$ cat src/dwa_ram.sv
// dwa_ram: generic single-write, single-read synchronous ram, registered read
// no dependencies
`timescale 1ns / 1ps

module dwa_ram #(
    parameter int WIDTH = 8,
    parameter int DEPTH = 16
) (
    input  logic                     clk,
    input  logic                     we,
    input  logic [$clog2(DEPTH)-1:0] waddr,
    input  logic [WIDTH-1:0]         wdata,
    input  logic [$clog2(DEPTH)-1:0] raddr,
    output logic [WIDTH-1:0]         rdata
);

    logic [WIDTH-1:0] mem [DEPTH];
    logic [WIDTH-1:0] rdata_reg;

    always_ff @(posedge clk)
    begin
        if (we)
        begin
            mem[waddr] <= wdata;
        end
        rdata_reg <= mem[raddr];
    end

    assign rdata = rdata_reg;

endmodule

$ cat config.mk
export PLATFORM = sky130hd
export DESIGN_NAME = dwa_ram
export DESIGN_NICKNAME = d
export VERILOG_FILES = /design/src/dwa_ram.sv
export SDC_FILE = /design/constraint.sdc
export NUM_CORES = 1
export LEC_CHECK = 0
export ABC_CLOCK_PERIOD_IN_PS = 4650
export BUFFER_PORTS_ARGS = -buffer_cell sky130_fd_sc_hd__buf_2
export CORE_ASPECT_RATIO = 0.7
export CORE_MARGIN = 2
export CORE_UTILIZATION = 39
export CTS_CLUSTER_SIZE = 14
export DETAILED_ROUTE_END_ITERATION = 10
export PLACE_DENSITY_LB_ADDON = 0.1
export SYNTH_ARGS = -nofsm -noshare
export SYNTH_HDL_FRONTEND = slang
export SYNTH_SLANG_ARGS = --single-unit
$ cat constraint.sdc
create_clock -name clk -period 4.65 [get_ports clk]
set_input_delay 0.93 -clock clk [delete_from_list [all_inputs] [get_ports clk]]
set_output_delay 0.93 -clock clk [all_outputs]
set_load 0.005 [all_outputs]
Yosys cells after proc, flatten, opt, wreduce, memory -nomap -nowiden:

Memories as Yosys holds them, arrays and structs flattened. A register that Yosys moved wholly into a read port is not among the register bits.
Index checks and enable logic that the tools add are counted.

* bits in registers: 0
* RAM bits: 128
* input bits: 18
* output and inout bits: 8
* word-level logic and storage cells: 3
* memories kept: 1

* mux-type cells: 2

Memories
* mem: words 16, width 8, rd ports 1, clocked after Yosys merged registers in 1, write ports 1, RTL line 17 `logic [WIDTH-1:0] mem [DEPTH];`

Operators by type and width (number)
* $mux W1: 2

Logic depth before layout (Yosys ltp):

* depth after elaboration: 2
* mapped depth: 5
* mapped depth without buffers: 3

Worst setup path before layout:

Ideal clock, no wire load.

* path type: input port to flip-flop
* start: input port waddr[2]
* end: memory mem[0][0] (enable)
* library setup time: 383 ps
* data arrival time: 2040 ps
* setup slack: 2227 ps
* stages: 2
* path buffers: 0
* cells stage by stage: or3b_2 -> nor3_1

RTL lines
* start, declared: RTL line 11 `input logic [$clog2(DEPTH)-1:0] waddr,`
* end, declared: RTL line 17

Straight into the memory's write port.

==> results by group <==
Run status
  – Run status: complete, no violations

Final layout
  – Nets: 285
  – Layout Area Growth over Synthesis: 17.4%
  – Fill count: 1,079
  – Final Non-Filler Cells: 446
  – Largest register FFs: 128
  – Antenna Cells: 0
  – Share of layout cells above drive strength 1: 0.289

Min path
  – Hold_sp: mem[4][0]
  – Worst min path class: flop to flop

Setup path
  – Kind of start point of the critical path: primary input
  – Critical Path Source: raddr[0]
  – CP max stage delay: 0.58 ns
  – CP arrival: 2.80 ns
  – Worst path buffer plus inverter count: 2
  – Largest delay share family, worst path: buffers and inverters
  – Max FO, Critical Path: 21
  – Crit path cell chain: buf_2 -> buf_4 -> mux4_1 -> a22oi_1 -> nand2_1
  – CP Data Required Time: 4.95 ns
  – Setup crit end kind: flop
  – Reg2Reg Launch Point: mem[3][6]
  – Slowest stage cell on the critical path: buf_2
  – Crit Path Class: primary input to flop

STA
  – Max transition margin: 0.214
  – RSZ-0062 raised after global routing: false
  – Max frequency: 0.400 GHz
  – Post-layout min period: 2.50 ns
  – Fin Hold WS: 0.659 ns
  – Hold Violations, Final: 0
  – Layout Skew: 0.0128 ns
  – Worst Max-Slew Pin Slew: 1.17 ns
  – # setup viols final: 0
  – Setup TNS: 0 ns
  – Final Max Tran Viols: 0
  – Fin crit share: 0.538

Floorplanning
  – Initial Util: 0.396
  – Num rows: 35
  – Die height: 100 um
  – # IOs: 26
  – Die footprint: 0.0141 mm^2
  – Core Footprint: 0.0130 mm^2
  – DIE WIDTH: 141 um

Power
  – Cell Pwr Density: 474 mW/mm^2
  – Leakage: 0.00201 uW
  – Worst VDD drop: 0.000281 V
  – Pwr Total: 2860 uW

Yosys
  – Yosys reg bits: 136
  – Synth Net Count: 247
  – Mapped Area: 0.00515 mm^2
  – Cells after synthesis: 229
  – Synth warn: 0
  – Seq/Total Area, Yosys: 0.778
  – Synth unique cells: 19
  – Synthesized area per cell: 22.5 um^2

Detailed routing
  – Post-DRT Antenna Nets: 0
  – First-pass DRT Iterations: 4
  – Final Routed Wirelength: 10,600 um
  – DR WL/cell: 23.8 um
  – Vias: 2,341
  – Vias per Instance: 5.25
  – Remaining DRCs: 0
  – 1st-iter DRT viols: 132

Place
  – Post-Place Cells: 414
  – Number of port buffers: 25
  – Routability-driven placement congestion ratio: 0.666
  – Post-detail-place hpwl: 6460 um

CTS
  – CTS max path bufs: 2
  – Num CTS Buffers: 17
  – Clock Sinks: 136
  – Post-CTS Setup Inserts: 0
  – CTS H-tree lvls: 4
  – Cts repair resizes: 0
  – Reg clk slew, reported paths: 0.06 ns
  – Root Buffer: clkbuf_16
  – Hold-fix buffers at CTS: 0
  – Clock Latency Late Sink: 0.42 ns
  – CTS tree: done

Run
  – Max Cap Viol: 0

Global routing
  – Largest net degree at the start of global routing: 33
  – Initial antenna violation count: 0
  – Remaining Overflow, GRT: 0
  – Number of global-route vias before repair: 2,465
  – Tot GR Track Use: 0.165
  – First-pass GRT wire length: 15,800 um
## synthesized netlist by cell type
cell type,instances,area share
nand3b_1,2,0.0029
nand2_1,9,0.0066
edfxtp_1,128,0.75
a22oi_1,16,0.023
buf_2,3,0.0029
dfxtp_1,8,0.031
mux4_1,14,0.071
nand3_1,1,0.00097
or3b_2,1,0.0017
nor3_1,4,0.0039
and2_1,1,0.0012
mux4_2,18,0.079
clkdlybuf4s25_2,3,0.0058
nor2_1,13,0.0095
buf_6,3,0.0066
buf_4,1,0.0015
nor2b_1,1,0.0012
nand2b_1,2,0.0024
and2b_1,1,0.0015
## layout by cell type, fill, tap and decap left out, types with 3 or more instances in the layout
cell type and n:
edfxtp_1 128, buf_2 25, mux4_2 18, clkbuf_16 17, a22oi_1 16, mux4_1 14, nor2_1 13, nand2_1 9
dfxtp_1 8, clkinv_2 4, buf_4 4, clkinvlp_4 3, bufinv_16 3
## path summary, 6_finish.rpt
check / endpoint / slack, ns / depth (start not counted)
worst min-delay path: rdata[0] / 0.66 / 3
worst max register to register: rdata[6] / 3.23 / 3
worst min register to register: rdata[0] / 0.66 / 3
worst max-delay path: rdata[3] / 2.15 / 5
## tightest hold or removal path: stages (launching register included)
cell and delay, ns:
edfxtp_1 0.31, mux4_1 0.20, a22oi_1 0.06, nand2_1 0.06
## layout make-up
cell class / count / area [um^2] / area share
timing repair buffer: 29 / 155 / 0.0257
tap: 166 / 208 / 0.0344
clock inverter: 12 / 150 / 0.0249
sequential: 136 / 4000 / 0.663
clock buffer: 20 / 457 / 0.0756
multi-input combinational: 83 / 1070 / 0.177
## layer usage
layer,part of all wire,GRT usage,wire length (um),up-vias
li1,-,-,-,1054
met1,0.51,0.247,5360,1228
met2,0.43,0.225,4590,51
met3,0.051,0.0596,539,8
met4,0.010,0.0508,108,0
met5,0,0,0,-
## power breakdown
group,leakage (uW),internal (uW),switching [uW]
logic,0.000493,50.0,72.2
clock network,0.000292,868,492
registers,0.00122,1370,8.31
total,0.00201,2290,572
## kinds of logic after synthesis
group,share of synthesized area
buffers and inverters,0.0168
muxes,0.150
DFF,0.778
AOI/OAI and AO/OA,0.0233
and+or+nand+nor,0.0318
## stage by stage
step | util | area [um^2] | setup slack, ns
2_1_floorplan | - | 5150 | 2.23
3_3_place_gp | 0.417 | 5430 | 1.51
3_5_place_dp | 0.418 | 5430 | 1.68
4_1_cts | 0.464 | 6040 | 2.11
5_1_grt | 0.464 | 6040 | 2.00
6_report | 0.464 | 6040 | 2.15
Note: power is estimated with default switching activity, not from simulation.
