==> src/dwa_pkg.sv <==
// dwa_pkg: shared codes, reset values, flag layout and control types of the
// table-driven word acceptor
// no dependencies
`timescale 1ns / 1ps

package dwa_pkg;

    // default sizes of the automaton
    localparam int NUM_STATES_DEF  = 64;
    localparam int MAX_SYMBOLS_DEF = 32;

    // widths used to range-check port values against the parameters
    localparam int STATE_EXT_W = 11;
    localparam int SYM_EXT_W   = 9;

    // item functions
    localparam logic [2:0] FUNC_WRITE = 3'd0;
    localparam logic [2:0] FUNC_MARK  = 3'd1;
    localparam logic [2:0] FUNC_LIVE  = 3'd2;
    localparam logic [2:0] FUNC_CHAR  = 3'd3;
    localparam logic [2:0] FUNC_END   = 3'd4;

    // configuration registers
    localparam int         CFG_IDX_W         = 1;
    localparam logic [0:0] REG_INITIAL_STATE = 1'd0;
    localparam logic [0:0] REG_ALPHABET_SIZE = 1'd1;
    localparam logic [5:0] INITIAL_STATE_RST = 6'd0;
    localparam logic [5:0] ALPHABET_SIZE_RST = 6'd26;

    // symbol 0 is the byte 'a'
    localparam logic [7:0] FIRST_CHAR = 8'd97;

    // per-state flag word
    localparam int FLAG_W         = 2;
    localparam int FLAG_FINAL_BIT = 1;
    localparam int FLAG_LIVE_BIT  = 0;

    // live-state sequencer states
    typedef enum logic [3:0] {
        LS_CLEAR,
        LS_IDLE,
        LS_COPY_RD,
        LS_COPY_WR,
        LS_SCAN_RD,
        LS_SCAN_CHK,
        LS_SYM_RD,
        LS_SYM_TGT,
        LS_SYM_CHK,
        LS_NEXT
    } live_state_t;

    typedef struct packed {
        logic       start;
        logic [5:0] alphabet_size;
    } seq_ctrl_t;

    typedef struct packed {
        logic busy;
        logic clearing;
    } seq_stat_t;

endpackage

==> src/dwa_live_seq.sv <==
// dwa_live_seq: clearing pass after reset and backward-reachability fixpoint
// over the transition and flag memories
// depends on dwa_pkg
`timescale 1ns / 1ps

module dwa_live_seq #(
    parameter int NUM_STATES  = dwa_pkg::NUM_STATES_DEF,
    parameter int MAX_SYMBOLS = dwa_pkg::MAX_SYMBOLS_DEF
) (
    input  logic                                    clk,
    input  logic                                    rst_n,
    input  dwa_pkg::seq_ctrl_t                      ctl,
    output dwa_pkg::seq_stat_t                      stat,
    input  logic [$clog2(NUM_STATES):0]             tbl_rdata,
    input  logic [dwa_pkg::FLAG_W-1:0]              flg_rdata,
    output logic                                    tbl_we,
    output logic [$clog2(NUM_STATES)+$clog2(MAX_SYMBOLS)-1:0] tbl_waddr,
    output logic [$clog2(NUM_STATES):0]             tbl_wdata,
    output logic [$clog2(NUM_STATES)+$clog2(MAX_SYMBOLS)-1:0] tbl_raddr,
    output logic                                    flg_we,
    output logic [$clog2(NUM_STATES)-1:0]           flg_waddr,
    output logic [dwa_pkg::FLAG_W-1:0]              flg_wdata,
    output logic [$clog2(NUM_STATES)-1:0]           flg_raddr
);

    localparam int SW     = $clog2(NUM_STATES);
    localparam int SYW    = $clog2(MAX_SYMBOLS);
    localparam int TAW    = SW + SYW;
    localparam int TDEPTH = NUM_STATES * (1 << SYW);

    dwa_pkg::live_state_t state_reg, state_next;
    logic [SW-1:0]  s_reg, s_next;
    logic [SYW-1:0] a_reg, a_next;
    logic [TAW-1:0] clr_reg, clr_next;
    logic           changed_reg, changed_next;
    logic           fin_reg, fin_next;

    logic                     s_last;
    logic                     a_last;
    logic                     clr_last;
    logic                     alpha_zero;
    logic                     hit;
    logic                     tgt_live;
    logic [dwa_pkg::SYM_EXT_W-1:0] a_inc;

    assign s_last     = (s_reg == SW'(NUM_STATES - 1));
    assign clr_last   = (clr_reg == TAW'(TDEPTH - 1));
    assign a_inc      = dwa_pkg::SYM_EXT_W'(a_reg) + dwa_pkg::SYM_EXT_W'(1);
    assign a_last     = (a_inc >= dwa_pkg::SYM_EXT_W'(ctl.alphabet_size))
                     || (a_inc >= dwa_pkg::SYM_EXT_W'(MAX_SYMBOLS));
    assign alpha_zero = (ctl.alphabet_size == 6'd0);
    assign hit        = tbl_rdata[SW];
    assign tgt_live   = flg_rdata[dwa_pkg::FLAG_LIVE_BIT];

    always_ff @(posedge clk or negedge rst_n)
    begin
        if (!rst_n)
        begin
            state_reg   <= dwa_pkg::LS_CLEAR;
            s_reg       <= '0;
            a_reg       <= '0;
            clr_reg     <= '0;
            changed_reg <= 1'b0;
            fin_reg     <= 1'b0;
        end
        else
        begin
            state_reg   <= state_next;
            s_reg       <= s_next;
            a_reg       <= a_next;
            clr_reg     <= clr_next;
            changed_reg <= changed_next;
            fin_reg     <= fin_next;
        end
    end

    // next state
    always_comb
    begin
        state_next = state_reg;
        case (state_reg)
            dwa_pkg::LS_CLEAR:
                state_next = clr_last ? dwa_pkg::LS_IDLE : dwa_pkg::LS_CLEAR;
            dwa_pkg::LS_IDLE:
                state_next = ctl.start ? dwa_pkg::LS_COPY_RD : dwa_pkg::LS_IDLE;
            dwa_pkg::LS_COPY_RD:
                state_next = dwa_pkg::LS_COPY_WR;
            dwa_pkg::LS_COPY_WR:
                state_next = s_last ? dwa_pkg::LS_SCAN_RD : dwa_pkg::LS_COPY_RD;
            dwa_pkg::LS_SCAN_RD:
                state_next = dwa_pkg::LS_SCAN_CHK;
            dwa_pkg::LS_SCAN_CHK:
                state_next = (tgt_live || alpha_zero) ? dwa_pkg::LS_NEXT
                                                      : dwa_pkg::LS_SYM_RD;
            dwa_pkg::LS_SYM_RD:
                state_next = dwa_pkg::LS_SYM_TGT;
            dwa_pkg::LS_SYM_TGT:
            begin
                if (hit)
                    state_next = dwa_pkg::LS_SYM_CHK;
                else
                    state_next = a_last ? dwa_pkg::LS_NEXT : dwa_pkg::LS_SYM_RD;
            end
            dwa_pkg::LS_SYM_CHK:
                state_next = (tgt_live || a_last) ? dwa_pkg::LS_NEXT
                                                  : dwa_pkg::LS_SYM_RD;
            dwa_pkg::LS_NEXT:
            begin
                if (s_last)
                    state_next = changed_reg ? dwa_pkg::LS_SCAN_RD : dwa_pkg::LS_IDLE;
                else
                    state_next = dwa_pkg::LS_SCAN_RD;
            end
            default:
                state_next = dwa_pkg::LS_IDLE;
        endcase
    end

    // counters and pass bookkeeping
    always_comb
    begin
        s_next       = s_reg;
        a_next       = a_reg;
        clr_next     = clr_reg;
        changed_next = changed_reg;
        fin_next     = fin_reg;
        case (state_reg)
            dwa_pkg::LS_CLEAR:
                clr_next = clr_reg + TAW'(1);
            dwa_pkg::LS_IDLE:
            begin
                if (ctl.start)
                begin
                    s_next       = '0;
                    changed_next = 1'b0;
                end
            end
            dwa_pkg::LS_COPY_WR:
                s_next = s_last ? '0 : s_reg + SW'(1);
            dwa_pkg::LS_SCAN_CHK:
            begin
                a_next   = '0;
                fin_next = flg_rdata[dwa_pkg::FLAG_FINAL_BIT];
            end
            dwa_pkg::LS_SYM_TGT:
            begin
                if (!hit && !a_last)
                    a_next = a_reg + SYW'(1);
            end
            dwa_pkg::LS_SYM_CHK:
            begin
                if (tgt_live)
                    changed_next = 1'b1;
                else if (!a_last)
                    a_next = a_reg + SYW'(1);
            end
            dwa_pkg::LS_NEXT:
            begin
                s_next = s_last ? '0 : s_reg + SW'(1);
                if (s_last)
                    changed_next = 1'b0;
            end
            default:
            begin
            end
        endcase
    end

    // memory ports
    always_comb
    begin
        tbl_we    = 1'b0;
        tbl_waddr = clr_reg;
        tbl_wdata = '0;
        tbl_raddr = {s_reg, a_reg};
        flg_we    = 1'b0;
        flg_waddr = s_reg;
        flg_wdata = '0;
        flg_raddr = s_reg;
        case (state_reg)
            dwa_pkg::LS_CLEAR:
            begin
                tbl_we    = 1'b1;
                flg_we    = 1'b1;
                flg_waddr = clr_reg[TAW-1:SYW];
            end
            dwa_pkg::LS_COPY_WR:
            begin
                // live starts as a copy of final
                flg_we = 1'b1;
                flg_wdata[dwa_pkg::FLAG_FINAL_BIT] = flg_rdata[dwa_pkg::FLAG_FINAL_BIT];
                flg_wdata[dwa_pkg::FLAG_LIVE_BIT]  = flg_rdata[dwa_pkg::FLAG_FINAL_BIT];
            end
            dwa_pkg::LS_SYM_TGT:
                flg_raddr = tbl_rdata[SW-1:0];
            dwa_pkg::LS_SYM_CHK:
            begin
                if (tgt_live)
                begin
                    flg_we = 1'b1;
                    flg_wdata[dwa_pkg::FLAG_FINAL_BIT] = fin_reg;
                    flg_wdata[dwa_pkg::FLAG_LIVE_BIT]  = 1'b1;
                end
            end
            default:
            begin
            end
        endcase
    end

    assign stat.busy     = (state_reg != dwa_pkg::LS_IDLE);
    assign stat.clearing = (state_reg == dwa_pkg::LS_CLEAR);

endmodule
==> config.mk <==
export PLATFORM = sky130hd
export DESIGN_NAME = dwa_live_seq
export DESIGN_NICKNAME = d
export VERILOG_FILES = /design/src/dwa_pkg.sv /design/src/dwa_live_seq.sv
export SDC_FILE = /design/constraint.sdc
export NUM_CORES = 1
export LEC_CHECK = 0
export ABC_AREA = 1
export ABC_CLOCK_PERIOD_IN_PS = 3500
export BUFFER_PORTS_ARGS = -buffer_cell sky130_fd_sc_hd__buf_2
export CAP_MARGIN = 5
export CORE_UTILIZATION = 55
export DETAILED_ROUTE_END_ITERATION = 8
export PLACE_DENSITY_LB_ADDON = 0.15
export SLEW_MARGIN = 20
export SYNTH_ARGS = -nofsm -noshare
export SYNTH_HDL_FRONTEND = slang
export SYNTH_SLANG_ARGS = --single-unit
==> constraint.sdc <==
create_clock -name clk -period 3.5 [get_ports clk]
set_clock_uncertainty 0.05 [all_clocks]
set_input_delay 0.525 -clock clk [delete_from_list [all_inputs] [get_ports clk]]
set_output_delay 0.525 -clock clk [all_outputs]
set_load 0.005 [all_outputs]
* Word level (Yosys, flattened, before mapping)
Index checks and enable logic that the tools add are counted.
Cells by class: add/sub/neg operators 4, muxes and demuxes 28, equal/unequal tests 18, order comparisons 2, reductions and logical operators 16
Operators by type and width (number):
- 4-bit case mux with 10 select lines | 1
- 6-bit 2-to-1 mux | 4
- 4-bit by 3-bit == test with 1-bit output, second input constant | 4
- 4-bit 2-to-1 mux | 4
- 5-bit 2-to-1 mux | 3
- 5-bit case mux with 3 select lines | 1
- 2-bit inequality test, second input constant | 6
- 6-bit case mux with 2 select lines | 1
- 11-bit by 1-bit adder with 11-bit output, second input constant | 1
- 11-bit == test, second input constant | 1
- 3-bit 2-to-1 mux | 3
- 4-bit by 2-bit == test with 1-bit output, second input constant | 2
- 4-bit == test, second input constant | 2
- 4-bit AND reduction | 2
- 5-bit by 1-bit adder with 6-bit output, second input constant | 1
- 6-bit by 1-bit adder with 6-bit output, second input constant | 1
- 6-bit == test, second input constant | 1
- 6-bit >= comparator | 1
- 6-bit >= comparator, second input constant | 1
- 6-bit zero test | 1
- 1-bit 2-to-1 mux | 6
- 3-bit nonzero test | 2
- 5-bit by 1-bit adder with 5-bit output, second input constant | 1
- 4-bit by 1-bit == test with 1-bit output, second input constant | 1
- 12 further kinds | 17
Word-level totals: bits of input ports 18, output and inout bits 47, logic and storage cells 74, register bits 28

* Longest topological paths before layout
Gate-level depths: netlist of run 1.
depth in word-level cells 7, mapped depth 18, depth with buffers taken out 18

* Worst setup path after synthesis of run 1
Ideal clock, no wire load.
path kind flip-flop to flip-flop, from register a_reg[0], to register a_reg[0], period minus slack after synthesis 2.274 ns, setup time 0.117 ns, data arrival time 2.107 ns, cell stages (with the launch flop) 18, data required time 3.333 ns, path slack 1.226 ns, cell sequence dfrtp_1 -> ha_1 -> nand2_1 -> inv_1 -> nand2_1 -> xor2_1 -> inv_1 -> ha_1 -> nand2_1 -> inv_1 -> nand2_1 -> nand2_1 -> nor2_1 -> nand3_1 -> nand2_1 -> nand3_2 -> nand2_1 -> nand2_1
Between the ends: longest elaborated chain between the ends 7, elaborated cells between the ends (all ways) 14
Ends and longest elaborated chain:
- start: declaration | line dwa_live_seq.sv:33 | logic [SYW-1:0] a_reg, a_next;
- start signal: assignment | line dwa_live_seq.sv:70 | a_reg <= a_next;
- 5-bit by 1-bit adder with 6-bit output | line dwa_live_seq.sv:48 | assign a_inc = dwa_pkg::SYM_EXT_W'(a_reg) + dwa_pkg::SYM_EXT_W'(1);
- 6-bit >= comparator (on tied branches) | line dwa_live_seq.sv:49, dwa_live_seq.sv:50
- 1-bit logical OR | line dwa_live_seq.sv:50 | || (a_inc >= dwa_pkg::SYM_EXT_W'(MAX_SYMBOLS));
- 1-bit zero test
- 1-bit logical AND | line dwa_live_seq.sv:147 | if (!hit && !a_last)
- 2-bit inequality test (no source line)
- 4-bit AND reduction (no source line)
Several ways; a longest one is shown, not always the timed one. The select of a mux whose other input is x is not followed. A chain may end at the register's enable or synchronous reset.

* Final worst setup path of run 1
from register state_reg[3], to output flg_raddr[0]
Between the ends: longest elaborated chain between the ends 2
Ends and longest elaborated chain:
- start: declaration | line dwa_live_seq.sv:31 | dwa_pkg::live_state_t state_reg, state_next;
- start signal: assignment | line dwa_live_seq.sv:59 | state_reg <= dwa_pkg::LS_CLEAR;
- start signal: assignment | line dwa_live_seq.sv:68 | state_reg <= state_next;
- 4-bit by 3-bit == test with 1-bit output | line dwa_live_seq.sv:180 | case (state_reg)
- 6-bit 2-to-1 mux | line dwa_live_seq.sv:180
- end: declaration | line dwa_live_seq.sv:23 | output logic [$clog2(NUM_STATES)-1:0] flg_raddr
Every way passes these cells.

==> results of run 1 <==
[Yosys cell counts, types with 2 or more instances]
cell type	number
nand2_2	3
nor3_2	2
ha_1	9
nand2_1	76
nor2_2	3
nand3_1	18
inv_1	43
a21oi_1	6
buf_4	8
nand4_1	6
dfrtp_1	28
nor2_1	23
nor3_1	4
o22ai_1	2
xor2_1	12
xnor2_1	2
o21bai_1	2
o21ai_0	17
[logic make-up (layout without fill, tap and decap cells)]
family	count (synthesis)	in the layout	share of synthesized area [%]
compound gates	31	31	9.091
xor+xnor	14	14	6.230
fa+ha+maj	9	9	5.722
buf+inv	55	105	12.46
flops	28	28	35.60
other cells	1	7	0.1905
simple gates	138	138	30.71
[cell type report]
type / instances / area, um2 / area share, %
Clock buffer: 3 / 22.52 / 0.9767
Clock inverter: 1 / 30.03 / 1.302
Inverter: 44 / 165.2 / 7.162
Multi-Input combinational cell: 199 / 1045 / 45.31
Sequential cell: 28 / 700.7 / 30.39
Tap cell: 46 / 57.56 / 2.496
Timing Repair Buffer: 57 / 285.3 / 12.37
[cell usage in the layout (no fill, tap or decap)]
master	instances
o32ai_1	1
nor2_1	23
inv_1	43
o31ai_1	1
nor2_4	1
o2111ai_1	1
nor2_2	3
nand4_1	6
nand3_1	18
nand2_1	76
nor3_2	2
clkbuf_4	3
bufinv_16	1
clkinv_1	1
nand2_2	3
o21bai_1	2
dfrtp_1	28
buf_2	57
o2111a_1	1
a21oi_1	6
xor2_1	12
o22ai_1	2
nand3_2	1
conb_1	7
and3_1	1
o21ai_0	17
ha_1	9
nor3_1	4
xnor2_1	2
[worst min-delay path by stage]
stage	end	start	slack, ns	cells after the start
after CTS	tbl_waddr[0]	rst_n	0.14	1
after floorplan	a_reg[0]	rst_n	0.18	0
final	a_reg[1]	rst_n	0.14	1
after global placement	fin_reg	fin_reg	0.40	2
after detailed placement	fin_reg	fin_reg	0.43	2
after global routing	a_reg[0]	rst_n	0.18	1
[routing by layer]
layer,vias up,share of wire (%)
met5,-,0
met4,0,0.64
met3,4,3.9
met2,46,45
met1,841,50
li1,975,-
[power by group]
group,switching [mW],internal (mW),total [mW],leakage [nW]
Clock,0.0940,0.116,0.210,0.0279
Sequential,0.108,0.414,0.522,0.368
Combinational,0.408,0.290,0.698,0.918
Total,0.611,0.819,1.43,1.31
[worst max-delay path, cell delays in order, from the launching register on]
cell and delay (ns):
dfrtp_1 0.46, inv_1 0.10, nand2_1 0.09, nor2_1 0.63, inv_1 0.14, nand2_1 0.09
nand2_1 0.04, buf_2 0.12
[through the flow]
| stage | instances | util [%] |
|---|---|---|
| detailed placement | 374 | 66.48 |
| global placement | 374 | 66.48 |
| finish | 378 | 68.03 |
| global route | 378 | 68.03 |
| floorplan | 282 | - |
| CTS | 378 | 68.03 |
==> metrics.csv, run 1 <==
stage,metric,value,unit
placement,GP Congestion,0.8617,
grt,GRT Max-Usage Layer,met2,
worst_setup_path,Critical Path Source,state_reg[3],
layout,Final Instance Area,2306,um2
sta,unrepaired setup endpoints after global routing,false,
grt,first-pass GRT wire length,6589,um
clocking,CTS tree,yes,
worst_setup_path,Crit. End Element,primary output,
flow_run,max_cap viols,0,
logic_synthesis,"EDFF count, synth",0,
pwr,Leak,1.313,nW
worst_setup_path,reg-to-reg setup timing slack,0.96,ns
placement,cell area after placement,2253,um2
pwr,PwrDens,620.2,nW/um2
logic_synthesis,Mapped Area,1968,um2
worst_setup_path,R2R Path Start,a_reg[0],
sta,Worst Tran Pin Value,0.8103,ns
placement,pre-CTS WS,1.014,ns
sta,min Tclk post-route,2.567,ns
grt,met3 Use GR,4.141,%
pwr,PnR Total Power,1.430,mW
grt,GR Util met2,36.10,%
logic_synthesis,post-synthesis sequential area ratio,35.60,%
clocking,clock sink total,28,
logic_synthesis,Synth Register Bits,28,
pwr,VDD IR max,0.4555,mV
die,starting density of the core,58.07,%
sta,Setup TNS,0,ns
layout,Area Overhead vs Synth,17.16,%
worst_setup_path,R2R Path End,a_reg[2],
worst_setup_path,reg2reg path depth,17,
sta,final setup vio count,0,
clocking,htree depth,1,
routing,vias per inst,4.937,
routing,vias post-DR,1866,
worst_setup_path,startpoint class of the critical path,flip-flop,
clocking,Resized cells post-CTS,0,
logic_synthesis,cell taking the most area after synthesis,dfrtp_1,
placement,HPWL Detailed,3417,um
logic_synthesis,Yosys cell types,30,
logic_synthesis,syn_area_per_cell,7.131,um2
clocking,clock root cell,clkbuf_4,
layout,Final #Nets,360,
logic_synthesis,Ys Warns,0,
clocking,CTS Buf Count,3,
grt,initial antenna violation count,0,
routing,1st-pass router iterations,4,
worst_setup_path,WP data required,2.92,ns
grt,largest net degree at the start of global routing,29,
layout,Inserted Diodes,0,
sta,final-report hold violation count,0,
grt,global-route usage over all layers,23.03,%
logic_synthesis,top post-synthesis cells by area,"dfrtp_1 36%, nand2_1 14%, inv_1 8.2%, ha_1 5.7%, xor2_1 5.3%",
logic_synthesis,most used flip-flop cell after synthesis,dfrtp_1,
sta,Hold WS,0.1398,ns
routing,initial drt markers,94,
sta,period utilisation layout,73.34,%
layout,max FFs per register,11,
worst_setup_path,CP max FO,15,
hold_path,Hold WC Path Type,in -> async,
logic_synthesis,ys async rst share,100.0,%
sta,top achievable clock speed,0.3896,GHz
layout,ratio of cells with drive above 1 in the final layout,21.39,%
logic_synthesis,Syn Inst Count,276,
worst_setup_path,crit path capture,flg_raddr[0],
routing,Post-Route WL,4207,um
sta,Slew Limit Fails,0,
run_status,status,completed,
clocking,CTS Buffer Depth,2,
grt,vias in the first global route,1524,
die,num rows,21,
die,I/O pins,65,
placement,IO Port Bufs,57,
routing,post-route DRC violation count,0,
layout,final-layout fill cell count,308,
sta,Slew Limit Headroom,45.78,%
die,Die ar.,3822,um2
die,die span in y,61.82,um
worst_setup_path,CP Class,reg -> out,
sta,post-route setup slack,0.9330,ns
clocking,hold buffer count at CTS,0,
logic_synthesis,Yosys top cell area share,35.60,%
clocking,Clock Pin Slew Worst Setup and Hold Paths,0.15,ns
clocking,Worst-Skew Late Latency,0.32,ns
worst_setup_path,WP data arrival,1.99,ns
grt,GRT Residual Overflow,0,
routing,Final ANT Viol Nets,0,
clocking,Post-CTS Setup Bufs,0,
die,total core area,3390,um2
routing,wire per inst,11.13,um
die,Die X,61.82,um
grt,M1 GR Usage,34.37,%
No activity file was read; power rests on OpenSTA's default activity.
==> inputs of run 2 (changes only) <==
- ABC_CLOCK_PERIOD_IN_PS: 3500 -> 2510
- CORE_UTILIZATION: 55 -> 51
- clock period: 3.5 -> 2.51 ns (I/O delays scaled with it)
==> run 2 against run 1 <==
  * Sequential share of layout area shrank 1.2 points
  * Utilization fell by 2.8 points
  * Die area increased by 7.6%
  * Critical path depth increased by 10
  * Routed wire length increased by 11%
  * Cell count grew 1.6%
  * Power up 47%
  * Via count increased by 4.3%
  * Highest routed layer unchanged
  * First-iteration DRC count fell by 2.1%
  * Worst hold slack lost 0.082 ns
  * Non-clock buffer count up 4
==> metrics.csv, run 2 (synthesized netlist as in run 1, its figures left out) <==
stage,metric,value,unit,change
layout,Inserted Diodes,0,,unchanged
clocking,clock root cell,clkbuf_8,,was clkbuf_4
clocking,Clock Pin Slew Worst Setup and Hold Paths,0.10,ns,was 0.15 ns
die,Die X,64.12,um,was 61.82 um
layout,Final #Nets,364,,was 360
die,Die ar.,4111,um2,was 3822 um2
sta,Worst Tran Pin Value,0.6370,ns,was 0.8103 ns
grt,vias in the first global route,1664,,"was 1,524"
clocking,Worst-Skew Late Latency,0.27,ns,was 0.32 ns
routing,post-route DRC violation count,0,,unchanged
routing,M1 WL,2024,um,was 2105 um
pwr,PwrDens,875.1,nW/um2,was 620.2 nW/um2
worst_setup_path,Critical Path Source,a_reg[1],,was state_reg[3]
worst_setup_path,R2R Path End,a_reg[1],,was a_reg[2]
hold_path,Hold WC Path Type,in -> async,,unchanged
routing,met3 WL,281,um,was 164 um
pwr,VDD IR max,0.7827,mV,was 0.4555 mV
worst_setup_path,CP Class,reg -> reg,,was reg -> out
layout,Area Overhead vs Synth,22.19,%,was 17.16%
worst_setup_path,Crit. End Element,flip-flop,,was primary output
layout,register area,700.7,um2,unchanged
routing,Post-Route WL,4656,um,was 4207 um
routing,highest routed metal layer,met4,,unchanged
die,total core area,3689,um2,was 3390 um2
worst_setup_path,CP max FO,5,,was 15
placement,GP Congestion,0.9221,,was 0.8617
run_status,status,completed,,unchanged
sta,final setup vio count,0,,unchanged
sta,min Tclk post-route,2.376,ns,
clocking,CTS Buffer Depth,2,,unchanged
routing,vias per inst,5.068,,was 4.937
die,starting density of the core,53.36,%,was 58.07%
worst_setup_path,WP data arrival,2.55,ns,was 1.99 ns
worst_setup_path,crit path capture,a_reg[1],,was flg_raddr[0]
layout,max FFs per register,11,,unchanged
die,I/O pins,65,,unchanged
layout,ratio of cells with drive above 1 in the final layout,25.00,%,was 21.39%
flow_run,max_cap viols,0,,unchanged
placement,HPWL Detailed,3531,um,was 3417 um
sta,Setup TNS,0,ns,unchanged
sta,Slew Limit Fails,0,,unchanged
pwr,Leak,1.365,nW,was 1.313 nW
clocking,clock sink total,28,,unchanged
sta,top achievable clock speed,0.4209,GHz,
die,num rows,22,,was 21
clocking,CTS tree,yes,,unchanged
layout,final-layout fill cell count,357,,was 308
worst_setup_path,WP data required,2.68,ns,was 2.92 ns
sta,post-route setup slack,0.1339,ns,was 0.9330 ns
layout,"Core Util, Final",65.20,%,was 68.03%
layout,area of the multi-input gates,1092,um2,was 1045 um2
placement,IO Port Bufs,57,,unchanged
grt,first-pass GRT wire length,7217,um,was 6589 um
die,die span in y,64.12,um,was 61.82 um
sta,Slew Limit Headroom,57.54,%,was 45.78%
worst_setup_path,reg2reg path depth,17,,unchanged
layout,"commonest non-fill, non-tap cells in the layout","72 x nand2_1, 57 x buf_2, 42 x inv_1, 28 x dfrtp_1, 22 x nor2_1",,"was 76 x nand2_1, 57 x buf_2, 43 x inv_1, 28 x dfrtp_1, 23 x nor2_1"
sta,period utilisation layout,94.66,%,
grt,largest net degree at the start of global routing,29,,unchanged
worst_setup_path,startpoint class of the critical path,flip-flop,,unchanged
worst_setup_path,reg-to-reg setup timing slack,0.13,ns,was 0.96 ns
layout,"most common cell after layout, fill and taps aside",nand2_1,,unchanged
routing,met2 WL,2299,um,was 1910 um
grt,GRT Residual Overflow,0,,unchanged
placement,pre-CTS WS,0.06030,ns,was 1.014 ns
sta,final-report hold violation count,0,,unchanged
routing,initial drt markers,92,,was 94
worst_setup_path,R2R Path Start,a_reg[1],,was a_reg[0]
grt,global-route usage over all layers,22.43,%,was 23.03%
routing,Final ANT Viol Nets,0,,unchanged
clocking,htree depth,1,,unchanged
clocking,CTS Buf Count,3,,unchanged
routing,wire per inst,12.13,um,was 11.13 um
routing,vias post-DR,1946,,"was 1,866"
routing,1st-pass router iterations,5,,was 4
grt,initial antenna violation count,0,,unchanged
==> run 2: layout make-up <==
cell class	instances	area share (%)
Multi-Input combinational cell	199	45.42
Sequential cell	28	29.14
Timing Repair Buffer	61	13.11
Inverter	44	6.868
Tap cell	48	2.497
Clock buffer	3	1.717
Clock inverter	1	1.249
==> run 2: metrics by stage <==
step / cells / area (um2) / hold slack [ns] / power (mW)
2_1_floorplan: 282 / 1991 / 0.03091 / 1.390
3_3_place_gp: 378 / 2271 / 0.3834 / 1.716
3_5_place_dp: 378 / 2271 / 0.3803 / 1.743
4_1_cts: 382 / 2342 / 0.06770 / 2.105
5_1_grt: 384 / 2405 / 0.1069 / 2.288
6_report: 384 / 2405 / 0.05817 / 2.104
==> run 2: how the worst min path moves through the flow <==
stage | startpoint | endpoint | slack [ns] | cells after the start
final | rst_n | a_reg[1] | 0.06 | 1
after global routing | rst_n | a_reg[0] | 0.11 | 1
after global placement | rst_n | a_reg[1] | 0.38 | 1
after CTS | rst_n | a_reg[1] | 0.07 | 1
after detailed placement | rst_n | a_reg[1] | 0.38 | 1
after floorplan | rst_n | a_reg[0] | 0.03 | 0
==> run 2: layer usage <==
layer / track usage [%] / vias up
met5: 0 / -
met4: 6.111 / 0
met3: 4.286 / 7
met2: 36.44 / 62
met1: 30.47 / 898
li1: - / 979
==> run 2: worst max-delay path, cell delays in order, from the launching register on <==
cell and delay [ns]:
dfrtp_1 0.43, ha_2 0.21, nand2_2 0.06, inv_2 0.04, nand2_1 0.06, xor2_1 0.15, inv_1 0.08, ha_1 0.27
nand2_1 0.08, inv_1 0.04, nand2_1 0.09, nand2_2 0.08, nor2_4 0.14, nand3_2 0.12, nand2_4 0.12, buf_4 0.12
nand4_1 0.09, nand2_1 0.08
==> run 2: timing repair <==
action	in CTS	in global routing
hold buffers	0	0
setup buffers	0	2
setup endpoints to repair	0	9
resized for setup	0	13
hold endpoints to repair	0	0
==> run 2: report_power, final <==
group          switching, mW  total [mW]  internal (mW)
combinational          0.603        1.03          0.422
clock                  0.140       0.354          0.214
sequential             0.147       0.725          0.578
